File: src/hdl/dcrc_pkg.sv
package dcrc_pkg;

  // Default sizes of the pending queue and of the longest datagram.
  localparam int QueueDepthDefault  = 16;
  localparam int MaxDatagramDefault = 2048;

  // Reset values of the configuration registers.
  localparam logic [4:0]  MAX_NAME_RESET    = 5'd20;
  localparam logic [10:0] MAX_CONTENT_RESET = 11'd1400;

  // Largest content length that the result reports.
  localparam logic [10:0] CONTENT_SAT = 11'd2047;

  // Configuration register indexes.
  localparam logic REG_MAX_NAME    = 1'b0;
  localparam logic REG_MAX_CONTENT = 1'b1;

  // Message type codes.
  localparam logic [7:0] T_CONFIRM = 8'h00;
  localparam logic [7:0] T_REPLY   = 8'h01;
  localparam logic [7:0] T_MSG     = 8'h04;
  localparam logic [7:0] T_ERR     = 8'hFE;
  localparam logic [7:0] T_BYE     = 8'hFF;

  // Printable character range for names and content.
  localparam logic [7:0] CHAR_LOW  = 8'h20;
  localparam logic [7:0] CHAR_HIGH = 8'h7E;

  // Reply status byte that means success.
  localparam logic [7:0] REPLY_OK = 8'h01;

  // Action codes reported with each result.
  typedef enum logic [3:0] {
    ACT_CONFIRM_OK   = 4'd0,
    ACT_CONFIRM_MISS = 4'd1,
    ACT_REPLY_OK     = 4'd2,
    ACT_REPLY_FAIL   = 4'd3,
    ACT_MSG_OK       = 4'd4,
    ACT_TOO_SHORT    = 4'd5,
    ACT_BAD_NAME     = 4'd6,
    ACT_TOO_LONG     = 4'd7,
    ACT_BAD_CONTENT  = 4'd8,
    ACT_ERR          = 4'd9,
    ACT_BYE          = 4'd10,
    ACT_UNKNOWN      = 4'd11
  } action_t;

  // One input item.
  typedef struct packed {
    logic        mode;
    logic [7:0]  data_byte;
    logic        last_byte;
    logic [15:0] sent_id;
  } item_t;

  // One result item.
  typedef struct packed {
    logic [7:0]  msg_type;
    logic [15:0] ref_id;
    logic [3:0]  action;
    logic        send_confirm;
    logic        send_error;
    logic        quit;
    logic [4:0]  pending_count;
    logic [4:0]  name_length;
    logic [10:0] body_length;
  } result_t;

endpackage

File: src/hdl/datagram_chat_receive_classifier.sv
// Datagram bytes and ID registrations are taken one item per cycle while item_stall is low.
// A result is loaded into the output register at the edge that takes a datagram's last byte,
// except for a confirm, whose queue search and removal run on one memory port first,
// through the read, compare, shift and emit states, with no item taken meanwhile.
// Reset (rst, synchronous) empties the pending queue, clears the datagram in progress
// and loads the configuration registers with their defaults.
module datagram_chat_receive_classifier
  import dcrc_pkg::*;
#(
  parameter int QUEUE_DEPTH  = QueueDepthDefault,
  parameter int MAX_DATAGRAM = MaxDatagramDefault
) (
  input  logic        clk,
  input  logic        rst,
  input  logic        item_valid,
  output logic        item_stall,
  input  item_t       item,
  output logic        result_valid,
  input  logic        result_stall,
  output result_t     result,
  input  logic        cfg_we,
  input  logic        cfg_index,
  input  logic [10:0] cfg_data
);

  localparam int IW = (QUEUE_DEPTH > 1) ? $clog2(QUEUE_DEPTH) : 1;
  localparam int CW = $clog2(QUEUE_DEPTH + 1);
  localparam int BW = $clog2(MAX_DATAGRAM + 1);

  typedef enum logic [2:0] {
    S_IDLE,
    S_READ,
    S_CMP,
    S_SREAD,
    S_SWRITE,
    S_EMIT
  } state_t;

  function automatic logic printable(input logic [7:0] b);
    printable = (b >= CHAR_LOW) && (b <= CHAR_HIGH);
  endfunction

  state_t        state;
  logic [4:0]    max_name;
  logic [10:0]   max_content;

  logic [BW-1:0] byte_index;
  logic [7:0]    type_reg;
  logic [15:0]   ref_reg;
  logic [7:0]    reply_result;
  logic [4:0]    name_len_reg;
  logic          f_closed, f_nfault, f_cfault, f_cended;

  logic [CW-1:0] fill;
  logic [CW-1:0] idx;
  logic [CW:0]   idx_inc;
  result_t       res;
  result_t       emit_res;

  logic [15:0]   pending_ids [QUEUE_DEPTH];
  logic [15:0]   rd_data;
  logic [IW-1:0] rd_addr;
  logic          wr_en;
  logic [IW-1:0] wr_addr;
  logic [15:0]   wr_data;

  logic          accept;
  logic          out_free;
  logic          result_load;

  logic [BW-1:0] byte_index_next;
  logic [7:0]    type_next;
  logic [15:0]   ref_next;
  logic [7:0]    reply_next;
  logic [4:0]    name_len_next;
  logic          closed_next, nfault_next, cfault_next, cended_next;
  result_t       cls;
  logic [BW:0]   name_end;
  logic [BW:0]   content_raw;
  logic [10:0]   content_len;

  assign out_free   = !result_valid || !result_stall;
  assign item_stall = (state != S_IDLE) ||
                      (result_valid && result_stall && !item.mode && item.last_byte);
  assign accept     = item_valid && !item_stall;
  assign idx_inc    = {1'b0, idx} + (CW+1)'(1);

  // A new result enters the output register at this edge.
  assign result_load = (state == S_IDLE && accept && !item.mode && item.last_byte &&
                        type_next != T_CONFIRM) || (state == S_EMIT && out_free);

  // Datagram state after the current byte.
  always_comb begin
    byte_index_next = byte_index;
    type_next       = type_reg;
    ref_next        = ref_reg;
    reply_next      = reply_result;
    name_len_next   = name_len_reg;
    closed_next     = f_closed;
    nfault_next     = f_nfault;
    cfault_next     = f_cfault;
    cended_next     = f_cended;
    if (byte_index < BW'(MAX_DATAGRAM)) begin
      if (byte_index == BW'(0)) begin
        type_next = item.data_byte;
      end else if (byte_index == BW'(1)) begin
        ref_next = {item.data_byte, 8'h00};
      end else if (byte_index == BW'(2)) begin
        ref_next = {ref_reg[15:8], item.data_byte};
      end
      if (byte_index == BW'(3)) begin
        reply_next = item.data_byte;
      end
      if (byte_index >= BW'(3) && type_reg == T_MSG) begin
        if (!f_closed) begin
          if (item.data_byte == 8'h00) begin
            closed_next = 1'b1;
          end else if (name_len_reg >= max_name) begin
            closed_next = 1'b1;
            nfault_next = 1'b1;
          end else begin
            if (!printable(item.data_byte)) begin
              nfault_next = 1'b1;
            end
            name_len_next = name_len_reg + 5'd1;
          end
        end else if (!f_cfault && !f_cended) begin
          if (item.data_byte == 8'h00) begin
            cended_next = 1'b1;
          end else if (!printable(item.data_byte)) begin
            cfault_next = 1'b1;
          end
        end
      end
      byte_index_next = byte_index + BW'(1);
    end
  end

  // Content length that follows the name terminator, saturated.
  always_comb begin
    name_end    = (BW+1)'(name_len_next) + (BW+1)'(4);
    content_raw = {1'b0, byte_index_next} - name_end;
    content_len = 11'd0;
    if (closed_next && ({1'b0, byte_index_next} >= name_end)) begin
      if (content_raw > (BW+1)'(0) && content_raw >= (BW+1)'(CONTENT_SAT)) begin
        content_len = CONTENT_SAT;
      end else begin
        content_len = 11'(content_raw);
      end
    end
  end

  // Classification at the datagram's last byte.
  always_comb begin
    cls                = '0;
    cls.msg_type       = type_next;
    cls.ref_id         = ref_next;
    cls.pending_count  = 5'(fill);
    cls.action         = ACT_UNKNOWN;
    case (type_next)
      T_CONFIRM: begin
        cls.action = ACT_CONFIRM_MISS;
      end
      T_REPLY: begin
        cls.action       = (reply_next == REPLY_OK) ? ACT_REPLY_OK : ACT_REPLY_FAIL;
        cls.send_confirm = 1'b1;
      end
      T_ERR: begin
        cls.action       = ACT_ERR;
        cls.send_confirm = 1'b1;
        cls.quit         = 1'b1;
      end
      T_BYE: begin
        cls.action       = ACT_BYE;
        cls.send_confirm = 1'b1;
        cls.quit         = 1'b1;
      end
      T_MSG: begin
        cls.send_confirm = 1'b1;
        if (byte_index_next < BW'(3)) begin
          cls.action = ACT_TOO_SHORT;
        end else begin
          cls.name_length = name_len_next;
          if (nfault_next || (!closed_next && name_len_next >= max_name)) begin
            cls.action = ACT_BAD_NAME;
          end else begin
            cls.body_length = content_len;
            if (content_len > max_content) begin
              cls.action = ACT_TOO_LONG;
            end else if (cfault_next) begin
              cls.action = ACT_BAD_CONTENT;
            end else begin
              cls.action = ACT_MSG_OK;
            end
          end
        end
        if (cls.action != ACT_MSG_OK) begin
          cls.send_error = 1'b1;
          cls.quit       = 1'b1;
        end
      end
      default: begin
        cls.action     = ACT_UNKNOWN;
        cls.send_error = 1'b1;
        cls.quit       = 1'b1;
      end
    endcase
  end

  // Search result with the queue fill after any removal.
  always_comb begin
    emit_res               = res;
    emit_res.pending_count = 5'(fill);
  end

  // Single port pair of the pending queue: append, or move one entry down.
  always_comb begin
    wr_en   = 1'b0;
    wr_addr = fill[IW-1:0];
    wr_data = item.sent_id;
    if (state == S_SWRITE) begin
      wr_en   = 1'b1;
      wr_addr = idx[IW-1:0];
      wr_data = rd_data;
    end else if (state == S_IDLE && accept && item.mode && fill < CW'(QUEUE_DEPTH)) begin
      wr_en = 1'b1;
    end
    rd_addr = (state == S_SREAD) ? idx_inc[IW-1:0] : idx[IW-1:0];
  end

  always_ff @(posedge clk) begin
    if (wr_en) begin
      pending_ids[wr_addr] <= wr_data;
    end
  end

  always_ff @(posedge clk) begin
    rd_data <= pending_ids[rd_addr];
  end

  // Configuration registers.
  always_ff @(posedge clk) begin
    if (rst) begin
      max_name    <= MAX_NAME_RESET;
      max_content <= MAX_CONTENT_RESET;
    end else if (cfg_we) begin
      unique case (cfg_index)
        REG_MAX_NAME:    max_name    <= cfg_data[4:0];
        REG_MAX_CONTENT: max_content <= cfg_data;
      endcase
    end
  end

  // Sequencer, datagram state and the output register.
  always_ff @(posedge clk) begin
    if (rst) begin
      state        <= S_IDLE;
      fill         <= '0;
      idx          <= '0;
      byte_index   <= '0;
      type_reg     <= '0;
      ref_reg      <= '0;
      reply_result <= '0;
      name_len_reg <= '0;
      f_closed     <= 1'b0;
      f_nfault     <= 1'b0;
      f_cfault     <= 1'b0;
      f_cended     <= 1'b0;
      result_valid <= 1'b0;
    end else begin
      if (result_valid && !result_stall && !result_load) begin
        result_valid <= 1'b0;
      end
      unique case (state)
        S_IDLE: begin
          if (accept && item.mode) begin
            if (fill < CW'(QUEUE_DEPTH)) begin
              fill <= fill + CW'(1);
            end
          end else if (accept) begin
            if (item.last_byte) begin
              byte_index   <= '0;
              type_reg     <= '0;
              ref_reg      <= '0;
              reply_result <= '0;
              name_len_reg <= '0;
              f_closed     <= 1'b0;
              f_nfault     <= 1'b0;
              f_cfault     <= 1'b0;
              f_cended     <= 1'b0;
              if (type_next == T_CONFIRM) begin
                res   <= cls;
                idx   <= '0;
                state <= S_READ;
              end else begin
                result       <= cls;
                result_valid <= 1'b1;
              end
            end else begin
              byte_index   <= byte_index_next;
              type_reg     <= type_next;
              ref_reg      <= ref_next;
              reply_result <= reply_next;
              name_len_reg <= name_len_next;
              f_closed     <= closed_next;
              f_nfault     <= nfault_next;
              f_cfault     <= cfault_next;
              f_cended     <= cended_next;
            end
          end
        end
        S_READ: begin
          if (idx >= fill) begin
            res.action <= ACT_CONFIRM_MISS;
            state      <= S_EMIT;
          end else begin
            state <= S_CMP;
          end
        end
        S_CMP: begin
          if (rd_data == res.ref_id) begin
            state <= S_SREAD;
          end else begin
            idx   <= idx + CW'(1);
            state <= S_READ;
          end
        end
        S_SREAD: begin
          if (idx_inc < {1'b0, fill}) begin
            state <= S_SWRITE;
          end else begin
            fill       <= fill - CW'(1);
            res.action <= ACT_CONFIRM_OK;
            state      <= S_EMIT;
          end
        end
        S_SWRITE: begin
          idx   <= idx + CW'(1);
          state <= S_SREAD;
        end
        S_EMIT: begin
          if (out_free) begin
            result       <= emit_res;
            result_valid <= 1'b1;
            state        <= S_IDLE;
          end
        end
        default: state <= S_IDLE;
      endcase
    end
  end

  // The queue never holds more IDs than it has entries.
  assert property (@(posedge clk) disable iff (rst) fill <= CW'(QUEUE_DEPTH))
    else $error("pending queue overfilled");

  // The fill moves by at most one per cycle.
  assert property (@(posedge clk) disable iff (rst)
    !$past(rst) |-> ({1'b0, fill} == {1'b0, $past(fill)} ||
                     {1'b0, fill} == {1'b0, $past(fill)} + (CW+1)'(1) ||
                     {1'b0, fill} + (CW+1)'(1) == {1'b0, $past(fill)}))
    else $error("pending fill jumped");

  // An ID leaves the queue only at the end of a matched removal.
  assert property (@(posedge clk) disable iff (rst)
    (!$past(rst) && fill < $past(fill)) |-> ($past(state) == S_SREAD && state == S_EMIT))
    else $error("pending fill dropped outside a removal");

  // While a search runs no new result appears.
  assert property (@(posedge clk) disable iff (rst)
    (state == S_CMP || state == S_SREAD || state == S_SWRITE) |=> !$rose(result_valid))
    else $error("result issued during queue search");

endmodule

File: config.mk
export PLATFORM = sky130hd
export DESIGN_NAME = datagram_chat_receive_classifier
export DESIGN_NICKNAME = d
export VERILOG_FILES = /design/src/hdl/dcrc_pkg.sv /design/src/hdl/datagram_chat_receive_classifier.sv
export SDC_FILE = /design/constraint.sdc
export NUM_CORES = 1
export LEC_CHECK = 0
export BUFFER_PORTS_ARGS = -buffer_cell sky130_fd_sc_hd__buf_2
export CAP_MARGIN = 20
export CORE_ASPECT_RATIO = 0.7
export CORE_UTILIZATION = 40
export CTS_BUF_LIST = sky130_fd_sc_hd__clkbuf_4 sky130_fd_sc_hd__clkbuf_8
export DETAILED_ROUTE_END_ITERATION = 7
export PLACE_DENSITY = 0.55
export SLEW_MARGIN = 20
export SYNTH_ARGS = -nofsm -noshare
export SYNTH_HDL_FRONTEND = slang
export SYNTH_SLANG_ARGS = --single-unit
File: constraint.sdc
create_clock -name clk -period 18.8 [get_ports clk]
set_input_delay 2.82 -clock clk [delete_from_list [all_inputs] [get_ports clk]]
set_output_delay 2.82 -clock clk [all_outputs]
set_load 0.01 [all_outputs]
Yosys cells after proc, flatten, opt, wreduce, memory -nomap -nowiden
Memories as Yosys holds them, arrays and structs flattened. A register that Yosys moved wholly into a read port is not among the register bits.
Index checks and enable logic that the tools add are counted.

word-level totals
  bits in registers = 187
  bits in writable memories = 256
  bits of input ports = 43
  output and inout bits = 54
  logic and storage cells = 253
  memories = 1

cells by class
  $add $sub $neg = 8
  order comparisons = 14
  eq/ne operators = 27
  multiplexer cells = 107
  bitwise operators = 3
  reductions and logical operators = 60

memory list
  name         depth  bits a word  rd ports  clocked after Yosys merged registers in  wr ports  line                                    text
  pending_ids  16     16           1         1                                        1         datagram_chat_receive_classifier.sv:60  logic [15:0] pending_ids [QUEUE_DEPTH];

operators with widths
  cell                 count
  $mux 52              5
  $mux 16              7
  $mux 28              4
  $pmux 52 s2          1
  $mux 5               14
  $mux 8               7
  $mux 1               39
  $mux 4               9
  $mux 11              3
  $eq 12x2->1 const B  2
  $mux 12              2
  $logic_and 1x1->1    20
  $pmux 4 s5           1
  $mux 3               6
  $pmux 3 s6           1
  $eq 16x16->1         1
  $eq 8x1->1 const B   2
  $eq 8x3->1 const B   2
  $eq 8x8->1 const B   2
  $logic_not 8->1      2
  $ne 2x2->1 const B   8
  $reduce_and 8->1     2
  $add 5x1->5 const B  3
  $ge 5x5->1           3
  other kinds (43)     73

Logic depth before layout (Yosys ltp)
  word-level depth = 25
  mapped depth = 29
  gate-level depth less buffers = 28

Least setup slack after synthesis
Ideal clock, no wire load.

  kind = input -> register
  from = input item[19] in the netlist's numbering
  to = register result[22] in the netlist's numbering (data pin)
  setup time = 0.271 ns
  data arrival time = 7.951 ns
  data required time = 18.529 ns
  slack = 10.578 ns
  cell stages on the path = 26
  path buffers = 2
  path through = clkbuf_1 -> nor3_2 -> nor4_4 -> nand2_1 -> xnor2_1 -> ha_1 -> xnor2_1 -> ha_1 -> or2_2 -> a21oi_1 -> a21oi_1 -> nor2_1 -> nand2_1 -> o22a_1 -> or2_1 -> buf_2 -> o21a_1 -> ha_1 -> nor2b_1 -> o21a_1 -> o21a_1 -> o211ai_1 -> a21o_1 -> a31oi_1 -> nor4b_2 -> o21ai_0

on the way
  word-level cells in the longest chain between the ends = 24

RTL lines
  element                                      line                                                                              text
  from (decl)                                  datagram_chat_receive_classifier.sv:17                                            input item_t item,
  $logic_not 8->1                              datagram_chat_receive_classifier.sv:116, datagram_chat_receive_classifier.sv:128
  $mux 5                                       datagram_chat_receive_classifier.sv:116                                           if (item.data_byte == 8'h00) begin
  $mux 5                                       datagram_chat_receive_classifier.sv:115                                           if (!f_closed) begin
  $mux 5                                       datagram_chat_receive_classifier.sv:114                                           if (byte_index >= BW'(3) && type_reg == T_MSG) begin
  $mux 5                                       datagram_chat_receive_classifier.sv:103                                           if (byte_index < BW'(MAX_DATAGRAM)) begin
  $add 5x3->6                                  datagram_chat_receive_classifier.sv:141                                           name_end = (BW+1)'(name_len_next) + (BW+1)'(4);
  $sub 12x6->13                                datagram_chat_receive_classifier.sv:142                                           content_raw = {1'b0, byte_index_next} - name_end;
  $gt 13x1->1 or $ge 13x11->1 (tied branches)  datagram_chat_receive_classifier.sv:145                                           if (content_raw > (BW+1)'(0) && content_raw >= (BW+1)'(CONTENT_SAT)) begin
  (+8 left out)                                n/a
  $ne 4x3->1                                   datagram_chat_receive_classifier.sv:197                                           if (cls.action != ACT_MSG_OK) begin
  $mux 2                                       datagram_chat_receive_classifier.sv:197
  $pmux 1 s2 (*)                               datagram_chat_receive_classifier.sv:160                                           case (type_next)
  $mux 52 (*)                                  datagram_chat_receive_classifier.sv:291                                           if (type_next == T_CONFIRM) begin
  $mux 52 (*)                                  datagram_chat_receive_classifier.sv:281                                           if (item.last_byte) begin
  $mux 52 (*)                                  datagram_chat_receive_classifier.sv:280                                           end else if (accept) begin
  $mux 52 (*)                                  datagram_chat_receive_classifier.sv:276                                           if (accept && item.mode) begin
  $pmux 52 s2 (*)                              datagram_chat_receive_classifier.sv:274                                           unique case (state)
  to (signal assigned)                         datagram_chat_receive_classifier.sv:296                                           result <= cls;
  to (signal assigned)                         datagram_chat_receive_classifier.sv:343                                           result <= emit_res;
  to (decl)                                    datagram_chat_receive_classifier.sv:20                                            output result_t result,

Every way passes the cells marked *; elsewhere a longest branch is shown, timed or not. The select of a mux whose other input is x is not followed.
A chain may end at the register's enable or synchronous reset.

Worst setup path in the final report
  from = input item[24] in the netlist's numbering
  to = register result[22] in the netlist's numbering (data pin)

Same word-level chain as after synthesis.

==> flow_metrics.env <==
export IMPL_relSlewSlack=0.328
export IMPL_rows=68
export IMPL_grt_pass1_vias=12500
export IMPL_vdd_drop_max_mv=0.0454
export IMPL_drt_pass1_iter_count=5
export IMPL_root_buffer="clkbuf_8"
export IMPL_antenna_found_initial=1
export IMPL_required_ns=19.19
export IMPL_syn_area_mm2=0.0202
export IMPL_largest_register="pending_ids"
export IMPL_io_buffers=96
export IMPL_cts_tree="yes"
export IMPL_cp_top_family="simple AND/OR/NAND/NOR gates"
export IMPL_rsz0062_at_grt="no"
export IMPL_synth_top_cell_area_share=0.529
export IMPL_use_met1=0.310
export IMPL_cts_resized=0
export IMPL_ant_nets=0
export IMPL_async_reset_ff_frac=0
export IMPL_synth_top_cell_by_area="edfxtp_1"
export IMPL_cts_buffer_depth=3
export IMPL_die_x_um=270
export IMPL_ys_ff_latch=454
export IMPL_skew_ns=0.0293
export IMPL_tightest_slew_ns=1.01
export IMPL_yosys_most_used_dff="edfxtp_1"
export IMPL_final_cells=2362
export IMPL_clock_sinks=454
export IMPL_largest_reg_flops=256
export IMPL_drive_gt1_frac=0.235
export IMPL_fin_crit_sh=0.455
export IMPL_area_growth_synth_to_final_pct=14.2
export IMPL_whs_ns=0.437
export IMPL_worstHoldPathType="reg -> reg"
export IMPL_max_clock_freq_ghz=0.117
export IMPL_grt_use_total=0.207
export IMPL_viasPerCell=5.44
export IMPL_die_area_mm2=0.0513
export IMPL_final_area_mm2=0.0230
export IMPL_fin_crit_ns=8.55
export IMPL_gp_congestion=0.888
export IMPL_start_util=0.407
export IMPL_synth_cells=1504
export IMPL_setup_tns_ns=0
export IMPL_powerDensity_mw_per_mm2=88.7
export IMPL_synth_warning_count=0
export IMPL_p_leak_nw=8.45
export IMPL_io_pins=97
export IMPL_start_kind="primary input"
export IMPL_die_h_um=190
export IMPL_syn_area_per_cell_um2=13.4
export IMPL_htreeDepth=3
export IMPL_drtIter0Drc=1106
export IMPL_use_met3=0.0548
export IMPL_place_hpwl_um=33600
export IMPL_endpoint_kind="flip-flop"
export IMPL_slew_violations=0
export IMPL_coreArea_mm2=0.0495
export IMPL_postCtsSetupBuffers=0
export IMPL_path_buf_inv=1
export IMPL_holdBufCountCts=0
export IMPL_finalWirelength_um=52100
export IMPL_drc=0
export IMPL_post_drt_wl_per_cell_um=22.1
export IMPL_num_vias=12900
export IMPL_clk_pin_slew_ns=0.06
export IMPL_top_usage_layer="met1"
export IMPL_numCtsBuffers=74
export IMPL_synth_common_cells="edfxtp_1, nor2_1, nand2_1"
export IMPL_synth_area_leaders="edfxtp_1, dfxtp_1, mux4_2, nor2_1, nand2_1"
export IMPL_ys_seq_area_frac=0.627
export IMPL_finalSetupViolCount=0
export IMPL_grt_pass1_wl_um=78500
export IMPL_worstSetupPathType="in -> reg"
export IMPL_synth_edf_count=355
export IMPL_grt_use_met2=0.293
export IMPL_critPathMaxFanout=7
export IMPL_synth_most_common_cell="edfxtp_1"
export IMPL_placed_area_mm2=0.0215
export IMPL_finalHoldViolCount=0
export IMPL_arrival_ns=8.94
export IMPL_grt_max_degree=80
export IMPL_ys_types=79
export IMPL_grt_remaining_overflow=0
export IMPL_crit_path_top_delay_cell="nor4b_2"
export IMPL_fin_nets=1729
export IMPL_maxCapViolCount=0
export IMPL_place_inst=2226
export IMPL_worstSkewPairLatency_ns=0.66
export IMPL_outcome="completed"
export IMPL_slowest_delay_ns=0.48
-- cells by family after synthesis --
group           Yosys count  synth area share
simple gates            502             0.116
flops                   454             0.627
compound gates          225            0.0758
buf+inv                 116            0.0234
mux                     108             0.104
fa+ha+maj                49            0.0312
xor+xnor                 49            0.0220
other cells               1          0.000186
-- worst register-to-register path: cells and delay by family, from the launching register on --
family / cells / cell delay [ns]
buffers and inverters: 1 / 0.23
and+or+nand+nor: 7 / 2.04
adders and majority gates: 4 / 1.16
DFF: 1 / 0.30
xor gates and xnor gates: 2 / 0.51
AOI/OAI and AO/OA: 14 / 2.83
-- worst paths after layout --
kind / start / to / slack (ns) / cells after the start
max: item[24] / result[22] / 10.25 / 27
min: fill[4] / result[20] / 0.44 / 0
max reg2reg: max_name[2] / result[22] / 11.48 / 28
min reg2reg: fill[4] / result[20] / 0.44 / 0
-- final cells by class --
class | instances | area, um^2
Sequential cell | 454 | 12600
Timing Repair Buffer | 127 | 713
Multi-Input combinational cell | 936 | 7170
Fill cell | 4514 | 26500
Clock inverter | 23 | 125
Inverter | 44 | 165
Tap cell | 665 | 832
Clock buffer | 112 | 1380
Antenna cell | 1 | 2.50
-- power by group --
part	switching (mW)	total (mW)	internal [mW]	leakage (nW)
Combinational	0.0487	0.0724	0.0237	3.64
Sequential	0.00732	1.10	1.09	4.00
Clock	0.400	0.871	0.471	0.802
-- placed cells by master, fill, tap and decap left out, types with 26 or more instances in the layout --
cell type    n
buf_2       96
mux4_2      80
buf_4       31
clkbuf_8    86
nand2_1    162
a22oi_1     42
ha_1        47
edfxtp_1   355
a21oi_1     49
inv_1       43
dfxtp_1     99
xnor2_1     27
nor2_1     169
clkbuf_4    26
o21ai_0     29
-- metal layers --
layer / vias to the layer above / share of wire
li1: 5935 / -
met1: 6429 / 0.48
met2: 420 / 0.42
met3: 73 / 0.079
met4: 0 / 0.019
met5: - / 0
-- through the flow --
stage | util | setup slack, ns | total power, mW
after floorplan | - | 10.58 | 1.16
after global placement | 0.435 | 9.92 | 1.19
after detailed placement | 0.435 | 9.73 | 1.19
after CTS | 0.465 | 10.41 | 2.07
after global routing | 0.465 | 9.73 | 2.12
final | 0.465 | 10.25 | 2.04
Power figures use the tool's default switching activity.
